## src/rtl/mtep_pkg.sv

```systemverilog
package mtep_pkg;

  // Field widths
  localparam int unsigned DELTA_W = 28;
  localparam int unsigned UPT_W   = 24;
  localparam int unsigned TPQ_W   = 15;
  localparam int unsigned DELAY_W = 52;
  localparam int unsigned CNT_W   = 5;

  // Reset and default values
  localparam logic [UPT_W-1:0] DEFAULT_TEMPO = 24'd500000;
  localparam logic [UPT_W-1:0] UPT_RESET     = 24'd5208;
  localparam logic [TPQ_W-1:0] TPQ_RESET     = 15'd96;

  // Byte codes
  localparam logic [7:0] DATA_MASK   = 8'h7F;
  localparam logic [7:0] STATUS_MIN  = 8'h80;
  localparam logic [7:0] SYSTEM_MIN  = 8'hF0;
  localparam logic [7:0] META_STATUS = 8'hFF;
  localparam logic [7:0] META_EOT    = 8'h2F;
  localparam logic [7:0] META_TEMPO  = 8'h51;
  localparam logic [3:0] CLASS_PROG  = 4'hC;
  localparam logic [3:0] CLASS_PRESS = 4'hD;

  typedef enum logic [1:0] {
    KIND_CHANNEL = 2'd0,
    KIND_META    = 2'd1,
    KIND_EOT     = 2'd2,
    KIND_SYSEX   = 2'd3
  } kind_t;

  // Which fields make up a result
  typedef enum logic [1:0] {
    SEL_CH_ONE = 2'd0,
    SEL_CH_TWO = 2'd1,
    SEL_META   = 2'd2,
    SEL_SYSEX  = 2'd3
  } sel_t;

  typedef struct packed {
    logic       track_start;
    logic [7:0] data_byte;
  } in_t;

  typedef struct packed {
    logic [1:0]         event_kind;
    logic [DELAY_W-1:0] delay_us;
    logic [7:0]         status_byte;
    logic [7:0]         first_data;
    logic [7:0]         second_data;
    logic               has_second;
  } out_t;

  // Controller to datapath, per accepted byte
  typedef struct packed {
    logic  restart;
    logic  delta;
    logic  take_status;
    logic  run_data;
    logic  hold_data;
    logic  meta_type;
    logic  meta_len;
    logic  meta_body;
    logic  emit;
    kind_t kind;
    sel_t  sel;
    logic  div_start;
    logic  div_default;
  } cmd_t;

  // Datapath to controller
  typedef struct packed {
    logic two_data;
    logic meta_eot;
    logic meta_tempo;
    logic body_last;
  } stat_t;

endpackage

```

## src/rtl/mtep_div.sv

```systemverilog
module mtep_div (
  input  logic                          clk,
  input  logic                          rst_n,
  input  logic                          start,
  input  logic [mtep_pkg::UPT_W-1:0]    dividend,
  input  logic [mtep_pkg::TPQ_W-1:0]    divisor,
  output logic                          busy,
  output logic                          done,
  output logic [mtep_pkg::UPT_W-1:0]    quotient
);

  localparam logic [mtep_pkg::CNT_W-1:0] LAST_STEP = mtep_pkg::CNT_W'(mtep_pkg::UPT_W - 1);

  logic [mtep_pkg::UPT_W-1:0] quo_r, quo_nxt;
  logic [mtep_pkg::TPQ_W-1:0] rem_r, rem_nxt;
  logic [mtep_pkg::TPQ_W-1:0] dvs_r;
  logic [mtep_pkg::CNT_W-1:0] cnt_r;
  logic                       busy_r, done_r;
  logic [mtep_pkg::TPQ_W:0]   trial;
  logic [mtep_pkg::TPQ_W:0]   diff;
  logic                       fits;

  // One restoring step: one quotient bit per cycle
  always_comb begin
    trial   = {rem_r, quo_r[mtep_pkg::UPT_W-1]};
    diff    = trial - {1'b0, dvs_r};
    fits    = (trial >= {1'b0, dvs_r});
    rem_nxt = fits ? diff[mtep_pkg::TPQ_W-1:0] : trial[mtep_pkg::TPQ_W-1:0];
    quo_nxt = {quo_r[mtep_pkg::UPT_W-2:0], fits};
  end

  always_ff @(posedge clk) begin
    if (!rst_n) begin
      busy_r <= 1'b0;
      done_r <= 1'b0;
      cnt_r  <= '0;
    end else begin
      done_r <= 1'b0;
      if (start) begin
        busy_r <= 1'b1;
        cnt_r  <= '0;
      end else if (busy_r) begin
        cnt_r <= cnt_r + 1'b1;
        if (cnt_r == LAST_STEP) begin
          busy_r <= 1'b0;
          done_r <= 1'b1;
        end
      end
    end
  end

  // Operands; a zero divisor counts as one
  always_ff @(posedge clk) begin
    if (start) begin
      quo_r <= dividend;
      rem_r <= '0;
      dvs_r <= (divisor == '0) ? mtep_pkg::TPQ_W'(1) : divisor;
    end else if (busy_r) begin
      quo_r <= quo_nxt;
      rem_r <= rem_nxt;
    end
  end

  // Busy until the quotient has been taken up as the new tick length
  assign busy     = busy_r || done_r;
  assign done     = done_r;
  assign quotient = quo_r;

endmodule

```

## src/rtl/mtep_ctrl.sv

```systemverilog
module mtep_ctrl (
  input  logic              clk,
  input  logic              rst_n,
  input  logic              accept,
  input  mtep_pkg::in_t     in_data,
  input  mtep_pkg::stat_t   stat,
  output mtep_pkg::cmd_t    cmd
);

  typedef enum logic [2:0] {
    PH_DELTA,
    PH_STATUS,
    PH_DATA1,
    PH_DATA2,
    PH_META_TYPE,
    PH_META_LEN,
    PH_META_BODY,
    PH_HALT
  } phase_t;

  phase_t     phase_r, phase_nxt, phase_eff;
  logic [7:0] b;

  assign b = in_data.data_byte;

  // Decode the byte against the phase; a restart begins from the delta time
  always_comb begin
    cmd       = '0;
    cmd.kind  = mtep_pkg::KIND_CHANNEL;
    cmd.sel   = mtep_pkg::SEL_CH_ONE;
    phase_eff = in_data.track_start ? PH_DELTA : phase_r;
    phase_nxt = phase_eff;
    if (in_data.track_start) begin
      cmd.restart     = 1'b1;
      cmd.div_start   = 1'b1;
      cmd.div_default = 1'b1;
    end
    unique case (phase_eff)
      PH_DELTA: begin
        cmd.delta = 1'b1;
        if (!b[7]) phase_nxt = PH_STATUS;
      end
      PH_STATUS: begin
        if (b < mtep_pkg::STATUS_MIN) begin
          // running status
          cmd.run_data = 1'b1;
          if (stat.two_data) begin
            phase_nxt = PH_DATA2;
          end else begin
            cmd.emit  = 1'b1;
            phase_nxt = PH_DELTA;
          end
        end else if (b == mtep_pkg::META_STATUS) begin
          phase_nxt = PH_META_TYPE;
        end else if (b >= mtep_pkg::SYSTEM_MIN) begin
          cmd.emit  = 1'b1;
          cmd.kind  = mtep_pkg::KIND_SYSEX;
          cmd.sel   = mtep_pkg::SEL_SYSEX;
          phase_nxt = PH_HALT;
        end else begin
          cmd.take_status = 1'b1;
          phase_nxt       = PH_DATA1;
        end
      end
      PH_DATA1: begin
        cmd.hold_data = 1'b1;
        if (stat.two_data) begin
          phase_nxt = PH_DATA2;
        end else begin
          cmd.emit  = 1'b1;
          phase_nxt = PH_DELTA;
        end
      end
      PH_DATA2: begin
        cmd.emit  = 1'b1;
        cmd.sel   = mtep_pkg::SEL_CH_TWO;
        phase_nxt = PH_DELTA;
      end
      PH_META_TYPE: begin
        cmd.meta_type = 1'b1;
        phase_nxt     = PH_META_LEN;
      end
      PH_META_LEN: begin
        cmd.meta_len = 1'b1;
        if (b == '0) begin
          cmd.emit  = 1'b1;
          cmd.sel   = mtep_pkg::SEL_META;
          cmd.kind  = stat.meta_eot ? mtep_pkg::KIND_EOT : mtep_pkg::KIND_META;
          phase_nxt = stat.meta_eot ? PH_HALT : PH_DELTA;
        end else begin
          phase_nxt = PH_META_BODY;
        end
      end
      PH_META_BODY: begin
        cmd.meta_body = 1'b1;
        if (stat.body_last) begin
          cmd.emit      = 1'b1;
          cmd.sel       = mtep_pkg::SEL_META;
          cmd.kind      = stat.meta_eot ? mtep_pkg::KIND_EOT : mtep_pkg::KIND_META;
          cmd.div_start = stat.meta_tempo;
          phase_nxt     = stat.meta_eot ? PH_HALT : PH_DELTA;
        end
      end
      PH_HALT: begin
        phase_nxt = PH_HALT;
      end
      default: begin
        phase_nxt = PH_HALT;
      end
    endcase
  end

  // Phase register
  always_ff @(posedge clk) begin
    if (!rst_n) begin
      phase_r <= PH_DELTA;
    end else if (accept) begin
      phase_r <= phase_nxt;
    end
  end

endmodule

```

## src/rtl/mtep_dpath.sv

```systemverilog
module mtep_dpath (
  input  logic                          clk,
  input  logic                          rst_n,
  input  logic                          accept,
  input  mtep_pkg::in_t                 in_data,
  input  mtep_pkg::cmd_t                cmd,
  output mtep_pkg::stat_t               stat,
  input  logic                          cfg_wr_en,
  input  logic [mtep_pkg::TPQ_W-1:0]    cfg_wr_data,
  input  logic                          out_ready,
  output logic                          out_valid,
  output mtep_pkg::out_t                out_data,
  output logic                          div_busy
);

  logic [mtep_pkg::DELTA_W-1:0] delta_r, delta_nxt;
  logic [mtep_pkg::UPT_W-1:0]   upt_r;
  logic [mtep_pkg::UPT_W-1:0]   tempo_r, tempo_nxt, tempo_base;
  logic [mtep_pkg::TPQ_W-1:0]   tpq_r;
  logic [7:0]                   run_st_r, run_st_nxt;
  logic [7:0]                   held_r, held_nxt;
  logic [7:0]                   meta_r, meta_nxt;
  logic [7:0]                   left_r, left_nxt;
  logic [7:0]                   b;
  logic                         out_valid_r;
  mtep_pkg::out_t               out_r;
  logic [mtep_pkg::DELAY_W-1:0] product;
  logic                         div_done;
  logic [mtep_pkg::UPT_W-1:0]   div_quo;
  logic [mtep_pkg::UPT_W-1:0]   div_dividend;

  assign b = in_data.data_byte;

  // Flags for the controller
  always_comb begin
    stat.two_data   = (run_st_r[7:4] != mtep_pkg::CLASS_PROG) &&
                      (run_st_r[7:4] != mtep_pkg::CLASS_PRESS);
    stat.meta_eot   = (meta_r == mtep_pkg::META_EOT);
    stat.meta_tempo = (meta_r == mtep_pkg::META_TEMPO);
    stat.body_last  = (left_r == 8'd1);
  end

  // Next parser registers; restart clears before the byte is applied
  always_comb begin
    delta_nxt  = cmd.restart ? '0 : delta_r;
    tempo_base = cmd.restart ? '0 : tempo_r;
    tempo_nxt  = tempo_base;
    run_st_nxt = cmd.restart ? '0 : run_st_r;
    held_nxt   = cmd.restart ? '0 : held_r;
    meta_nxt   = cmd.restart ? '0 : meta_r;
    left_nxt   = cmd.restart ? '0 : left_r;
    if (cmd.delta) begin
      delta_nxt = {delta_nxt[mtep_pkg::DELTA_W-8:0], b[6:0]};
    end
    if (cmd.take_status) run_st_nxt = b;
    if (cmd.run_data || cmd.hold_data) held_nxt = b;
    if (cmd.meta_type) meta_nxt = b;
    if (cmd.meta_len) begin
      left_nxt  = b;
      tempo_nxt = '0;
    end
    if (cmd.meta_body) begin
      left_nxt = left_r - 8'd1;
      if (stat.meta_tempo) tempo_nxt = {tempo_r[mtep_pkg::UPT_W-9:0], b};
    end
    if (cmd.emit) delta_nxt = '0;
  end

  always_ff @(posedge clk) begin
    if (!rst_n) begin
      delta_r  <= '0;
      tempo_r  <= '0;
      run_st_r <= '0;
      held_r   <= '0;
      meta_r   <= '0;
      left_r   <= '0;
    end else if (accept) begin
      delta_r  <= delta_nxt;
      tempo_r  <= tempo_nxt;
      run_st_r <= run_st_nxt;
      held_r   <= held_nxt;
      meta_r   <= meta_nxt;
      left_r   <= left_nxt;
    end
  end

  // Division register and tempo in force
  always_ff @(posedge clk) begin
    if (!rst_n) begin
      tpq_r <= mtep_pkg::TPQ_RESET;
      upt_r <= mtep_pkg::UPT_RESET;
    end else begin
      if (cfg_wr_en) tpq_r <= cfg_wr_data;
      if (div_done) upt_r <= div_quo;
    end
  end

  assign div_dividend = cmd.div_default ? mtep_pkg::DEFAULT_TEMPO : tempo_nxt;

  mtep_div u_div (
    .clk      (clk),
    .rst_n    (rst_n),
    .start    (accept && cmd.div_start),
    .dividend (div_dividend),
    .divisor  (tpq_r),
    .busy     (div_busy),
    .done     (div_done),
    .quotient (div_quo)
  );

  // Delay: both operands are registers, result registered in the output stage
  assign product = delta_r * upt_r;

  // Output register
  always_ff @(posedge clk) begin
    if (!rst_n) begin
      out_valid_r <= 1'b0;
    end else if (accept && cmd.emit) begin
      out_valid_r <= 1'b1;
    end else if (out_ready) begin
      out_valid_r <= 1'b0;
    end
  end

  always_ff @(posedge clk) begin
    if (accept && cmd.emit) begin
      out_r.event_kind <= cmd.kind;
      out_r.delay_us   <= product;
      case (cmd.sel)
        mtep_pkg::SEL_CH_ONE: begin
          out_r.status_byte <= run_st_r;
          out_r.first_data  <= b;
          out_r.second_data <= '0;
          out_r.has_second  <= 1'b0;
        end
        mtep_pkg::SEL_CH_TWO: begin
          out_r.status_byte <= run_st_r;
          out_r.first_data  <= held_r;
          out_r.second_data <= b;
          out_r.has_second  <= 1'b1;
        end
        mtep_pkg::SEL_META: begin
          out_r.status_byte <= mtep_pkg::META_STATUS;
          out_r.first_data  <= meta_r;
          out_r.second_data <= '0;
          out_r.has_second  <= 1'b0;
        end
        default: begin
          out_r.status_byte <= b;
          out_r.first_data  <= '0;
          out_r.second_data <= '0;
          out_r.has_second  <= 1'b0;
        end
      endcase
    end
  end

  assign out_valid = out_valid_r;
  assign out_data  = out_r;

endmodule

```

## src/rtl/midi_track_event_parser_top.sv

```systemverilog
// A result is registered and appears on out_data in the cycle after the byte that completes its event.
// Throughput: one byte per cycle while the divider is idle and the result register drains.
// A restart byte or the end of a tempo event runs the 24-step divider; no byte is
// taken until it has finished and its quotient is taken up as the new tick length.
// Reset (rst_n low, synchronous): parser back to delta time, ticks per quarter 96,
// 5208 us per tick, result register empty.
module midi_track_event_parser_top (
  input  logic                          clk,
  input  logic                          rst_n,
  input  logic                          in_valid,
  output logic                          in_ready,
  input  mtep_pkg::in_t                 in_data,
  output logic                          out_valid,
  input  logic                          out_ready,
  output mtep_pkg::out_t                out_data,
  input  logic                          cfg_wr_en,
  input  logic [mtep_pkg::TPQ_W-1:0]    cfg_wr_data
);

  mtep_pkg::cmd_t  cmd;
  mtep_pkg::stat_t stat;
  logic            accept;
  logic            div_busy;

  // Take a byte when the divider is free and the result register can move
  assign in_ready = !div_busy && (!out_valid || out_ready);
  assign accept   = in_valid && in_ready;

  mtep_ctrl u_ctrl (
    .clk     (clk),
    .rst_n   (rst_n),
    .accept  (accept),
    .in_data (in_data),
    .stat    (stat),
    .cmd     (cmd)
  );

  mtep_dpath u_dpath (
    .clk         (clk),
    .rst_n       (rst_n),
    .accept      (accept),
    .in_data     (in_data),
    .cmd         (cmd),
    .stat        (stat),
    .cfg_wr_en   (cfg_wr_en),
    .cfg_wr_data (cfg_wr_data),
    .out_ready   (out_ready),
    .out_valid   (out_valid),
    .out_data    (out_data),
    .div_busy    (div_busy)
  );

endmodule

```

## config.mk

```make
export PLATFORM = sky130hd
export DESIGN_NAME = midi_track_event_parser_top
export DESIGN_NICKNAME = d
export VERILOG_FILES = /design/src/rtl/mtep_pkg.sv /design/src/rtl/mtep_div.sv /design/src/rtl/mtep_ctrl.sv /design/src/rtl/mtep_dpath.sv /design/src/rtl/midi_track_event_parser_top.sv
export SDC_FILE = /design/constraint.sdc
export NUM_CORES = 2
export LEC_CHECK = 0
export BUFFER_PORTS_ARGS = -buffer_cell sky130_fd_sc_hd__buf_2
export CORE_MARGIN = 4
export CORE_UTILIZATION = 50
export CTS_BUF_LIST = sky130_fd_sc_hd__clkbuf_8
export DETAILED_ROUTE_END_ITERATION = 8
export GPL_ROUTABILITY_DRIVEN = 0
export GPL_TIMING_DRIVEN = 0
export PLACE_DENSITY = 0.75
export SYNTH_ARGS = -nofsm -noshare
export SYNTH_HDL_FRONTEND = slang
export SYNTH_HIERARCHICAL = 1
export SYNTH_SLANG_ARGS = --single-unit
```

## constraint.sdc

```tcl
create_clock -name clk -period 7.6 [get_ports clk]
set_input_delay 1.52 -clock clk [delete_from_list [all_inputs] [get_ports clk]]
set_output_delay 1.52 -clock clk [all_outputs]
set_load 0.02 [all_outputs]
```

==> impl_metrics.csv <==
group,metric,value,unit
synth,ys_async_sr_fraction,0,%
sta,clock_skew,0.0342,ns
sta,maxSlewHeadroom,18.7,%
synth,ys_top_cells_by_count,"inv_1, fa_1, nand2_1, and2_1, clkbuf_1",
flow_run,max_cap_violations,0,
finish,multiInputGateArea,24200,µm²
grt,grt_overflow,0,
placed_design,hpwlAfterDp,74900,µm
cts,cts_made_buffers,47,
finish,area_growth,8.73,%
power_and_ir_drop,swShare,29.9,%
worst_setup_path,crit_start,"u_dpath/upt_r[22]",
synth,synthCells,3610,
worst_setup_path,worstPathRequired,8.01,ns
cts,cts_root_buffer,"clkbuf_8",
grt,grt_pass1_vias,27118,
cts,cts.sinks,267,
sta,setup_tns,0,ns
synth,synth.largest_area_cell,"fa_1",
synth,synthDistinctLibCells,104,
min_path,whs_endpoint,"u_dpath/upt_r[6]",
finish,drive_gt1_share,11.4,%
worst_setup_path,slowest_delay,0.66,ns
sta,final_hold_viol_count,0,
sta,fmax,135,MHz
routing,drt_first_pass_iters,7,
routing,vias,26244,
grt,grt_pass1_wl,148000,µm
synth,synth_edf_count,118,
worst_setup_path,critPathMaxFanout,10,
synth,syn_nets,4406,
power_and_ir_drop,p_int,2.58,mW
routing,routedWlPerCell,20.2,µm
power_and_ir_drop,seqPwrFrac,43.3,%
worst_setup_path,crit_chain,"clkbuf_1 > and2_1 > fa_1 > fa_1 > fa_1 > fa_1 > fa_1 > fa_1 > inv_1 > fa_1 > inv_1 > ha_1 > buf_2 > nand4_1 > or4_4 > a31oi_4 > o21a_1 > o21ai_2 > o21bai_1 > a21oi_1 > xnor2_1",
worst_setup_path,crit_buf_inv,4,
floorplanning,die_area,72600,µm²
finish,final_area,37100,µm²
routing,vias_per_cell,5.62,
sta,fin_crit_sh,97.8,%
worst_setup_path,cp_common_cell,"fa_1",
worst_setup_path,worstSetupPathType,"flop to flop",
sta,slew_viol_final,0,
floorplanning,coreArea,67400,µm²
power_and_ir_drop,p_clk_share,38.9,%
finish,nets,4551,
floorplanning,rows,95,
min_path,hold_path.startpoint,"u_dpath/u_div/quotient[6]",
grt,grt_util_all_layers,25.8,%
worst_setup_path,startpoint_type,"flop",
placed_design,dpl_cell_area,35800,µm²
finish,fillCellCount,5860,
cts,ctsLongestPathBuffers,3,
worst_setup_path,regToRegSetupSlack,0.17,ns
synth,ys_seq_area_share,19.1,%
synth,syn_area,34200,µm²
worst_setup_path,reg2reg_depth,21,
routing,postRouteAntennaNets,0,
synth,yosysWarnings,6,
placed_design,io_buffers,107,
outcome,outcome,"completed",
grt,antenna_found_initial,2,
floorplanning,die_height,269,µm
floorplanning,start_util,50.7,%
power_and_ir_drop,p_comb_share,17.7,%
worst_setup_path,worst_path_max_delay_cell,"clkbuf_1",
power_and_ir_drop,total_power,3.69,mW
power_and_ir_drop,vdd_ir_drop_max,0.156,mV
grt,grt_max_degree,58,
cts,htreeDepth,2,
worst_setup_path,end_kind,"flop",
synth,synth_area_per_cell,9.46,µm²
synth,yosys-top-cells-area,"fa_1, edfxtp_1, dfxtp_1, inv_1, ha_1",
power_and_ir_drop,leakage,17.5,nW
routing,wl,94100,µm
routing,drc,0,
cts,insertion_delay,0.66,ns
worst_setup_path,worstReg2RegStart,"u_dpath/upt_r[22]",
min_path,hold_depth,2,
routing,dr.first_iter.drc_count,2270,
synth,synth_most_common_cell,"inv_1",
worst_setup_path,worst_ep_arrival_time,7.84,ns
synth,synth_top_area_share,33.5,%
floorplanning,ios,110,
cts,hold_buffers,0,
min_path,hp-class,"flop to flop",
sta,fin_crit,7.43,ns
sta,setup_viol,0,
floorplanning,dieWidth,269,µm
worst_setup_path,rr_endpoint,"u_dpath/out_data[70]",
power_and_ir_drop,power_density,99.2,nW/µm²
cts,cts_tree,"built",
synth,synth-seq-cells,267,
worst_setup_path,crit_family,"adder cells",
finish,seq_area,6560,µm²
cts,clkTransAtPathRegs,0.06,ns
sta,worst_slew_pin_slew,1.20,ns
synth,ys.flop_type,"dfxtp_1",
power_and_ir_drop,p_switching,1.10,mW
==> cell usage in the layout (no fill, tap or decap), drive strengths merged, types with 12 or more instances in the layout <==
cell and count:
nand3 26, nand4 15, o21a 12, a211oi 14
xor2 24, nor3 15, xnor2 37, a22oi 86
fa 571, a31oi 15, nor2 90, mux2i 48
nand2 413, ha 196, o21bai 14, dfxtp 149
o21ai 64, clkbuf 248, and2 365, inv 677
a21o 39, a21oi 83, nand2b 12, edfxtp 118
nor2b 114, buf 148, mux2 25
==> timing repair <==
item,4_1_cts,5_1_grt
gates resized for setup,102,128
pin swaps,0,3
buffers inserted,0,3
endpoints found under the setup margin,23,18
endpoints found under the hold margin,0,0
gates cloned,0,0
==> worst max-delay path by stage <==
stage                                 endpoint  cells after the start
after floorplan           u_dpath/out_data[76]                     25
after global placement    u_dpath/out_data[70]                     23
after detailed placement  u_dpath/out_data[70]                     23
after CTS                 u_dpath/out_data[70]                     21
after global routing      u_dpath/out_data[71]                     23
final                     u_dpath/out_data[70]                     21
==> logic make-up (layout without fill, tap and decap cells) <==
kind of cell / after synthesis / after routing / share of synthesized area (%)
AND/OR/NAND/NOR: 1124 / 1124 / 17.3
buffers and inverters: 900 / 1084 / 10.3
adder cells (fa/ha/maj): 767 / 767 / 40.6
AO/OA/AOI/OAI: 418 / 418 / 8.81
flip-flops: 267 / 267 / 19.1
multiplexers: 73 / 73 / 2.23
XOR/XNOR: 61 / 61 / 1.56
other: 0 / 2 / 0
==> layer usage <==
metal  vias to the layer above  track usage [%]  wire (µm)
li1                      11552                -          -
met1                     13085             33.3      36300
met2                      1252             41.2      43100
met3                       353             5.35       8620
met4                         2             13.6       6050
met5                         -                0         19
==> area by class of cell <==
class,instances,share of cell area (%)
antenna,2,0.0135
timing repair buffer,111,1.58
clock inverter,29,0.590
buffer,226,3.27
inverter,659,6.66
clock buffer,59,2.19
tap,873,2.94
multi-input combinational,2443,65.1
sequential,267,17.7
==> power groups by stage <==
| stage | logic (mW) | registers, mW | clock network (mW) |
|---|---|---|---|
| 2_1_floorplan | 0.472 | 1.61 | 0 |
| 3_3_place_gp | 0.624 | 1.62 | 0 |
| 3_5_place_dp | 0.640 | 1.63 | 0 |
| 4_1_cts | 0.645 | 1.60 | 1.48 |
| 5_1_grt | 0.723 | 1.60 | 1.55 |
| 6_report | 0.654 | 1.60 | 1.43 |
==> tightest hold or removal path, cell delays in order, from the launching register on <==
cell	delay, ns
edfxtp_1	0.36
mux2i_1	0.08
nand2_1	0.06
==> per-stage QoR <==
step	std cells	util [%]	hold WS, ns	worst slack (ns)
6_report	4669	55.1	0.491	0.170
4_1_cts	4665	54.8	0.509	0.0000684
3_5_place_dp	4591	53.1	0.503	-0.753
5_1_grt	4668	55.1	0.533	-0.0137
3_3_place_gp	4590	53.1	0.495	-0.721
2_1_floorplan	3610	-	0.460	0.863
==> registers in the layout, indices dropped and copies added, names as in the netlist <==
register,cells
u_dpath/upt_r,24
u_dpath/tpq_r,15
u_dpath/run_st_r,8
u_dpath/u_div/done,1
u_dpath/meta_r,8
u_dpath/tempo_r,24
u_dpath/u_div/cnt_r,5
u_dpath/u_div/rem_r,15
u_dpath/u_div/quotient,24
u_dpath/held_r,8
u_dpath/delta_r,28
u_dpath/u_div/busy_r,1
u_dpath/left_r,8
u_ctrl/phase_r,3
u_dpath/u_div/dvs_r,15
u_dpath/out_data,79
u_dpath/out_valid,1
(Power assumes the default switching activity.)
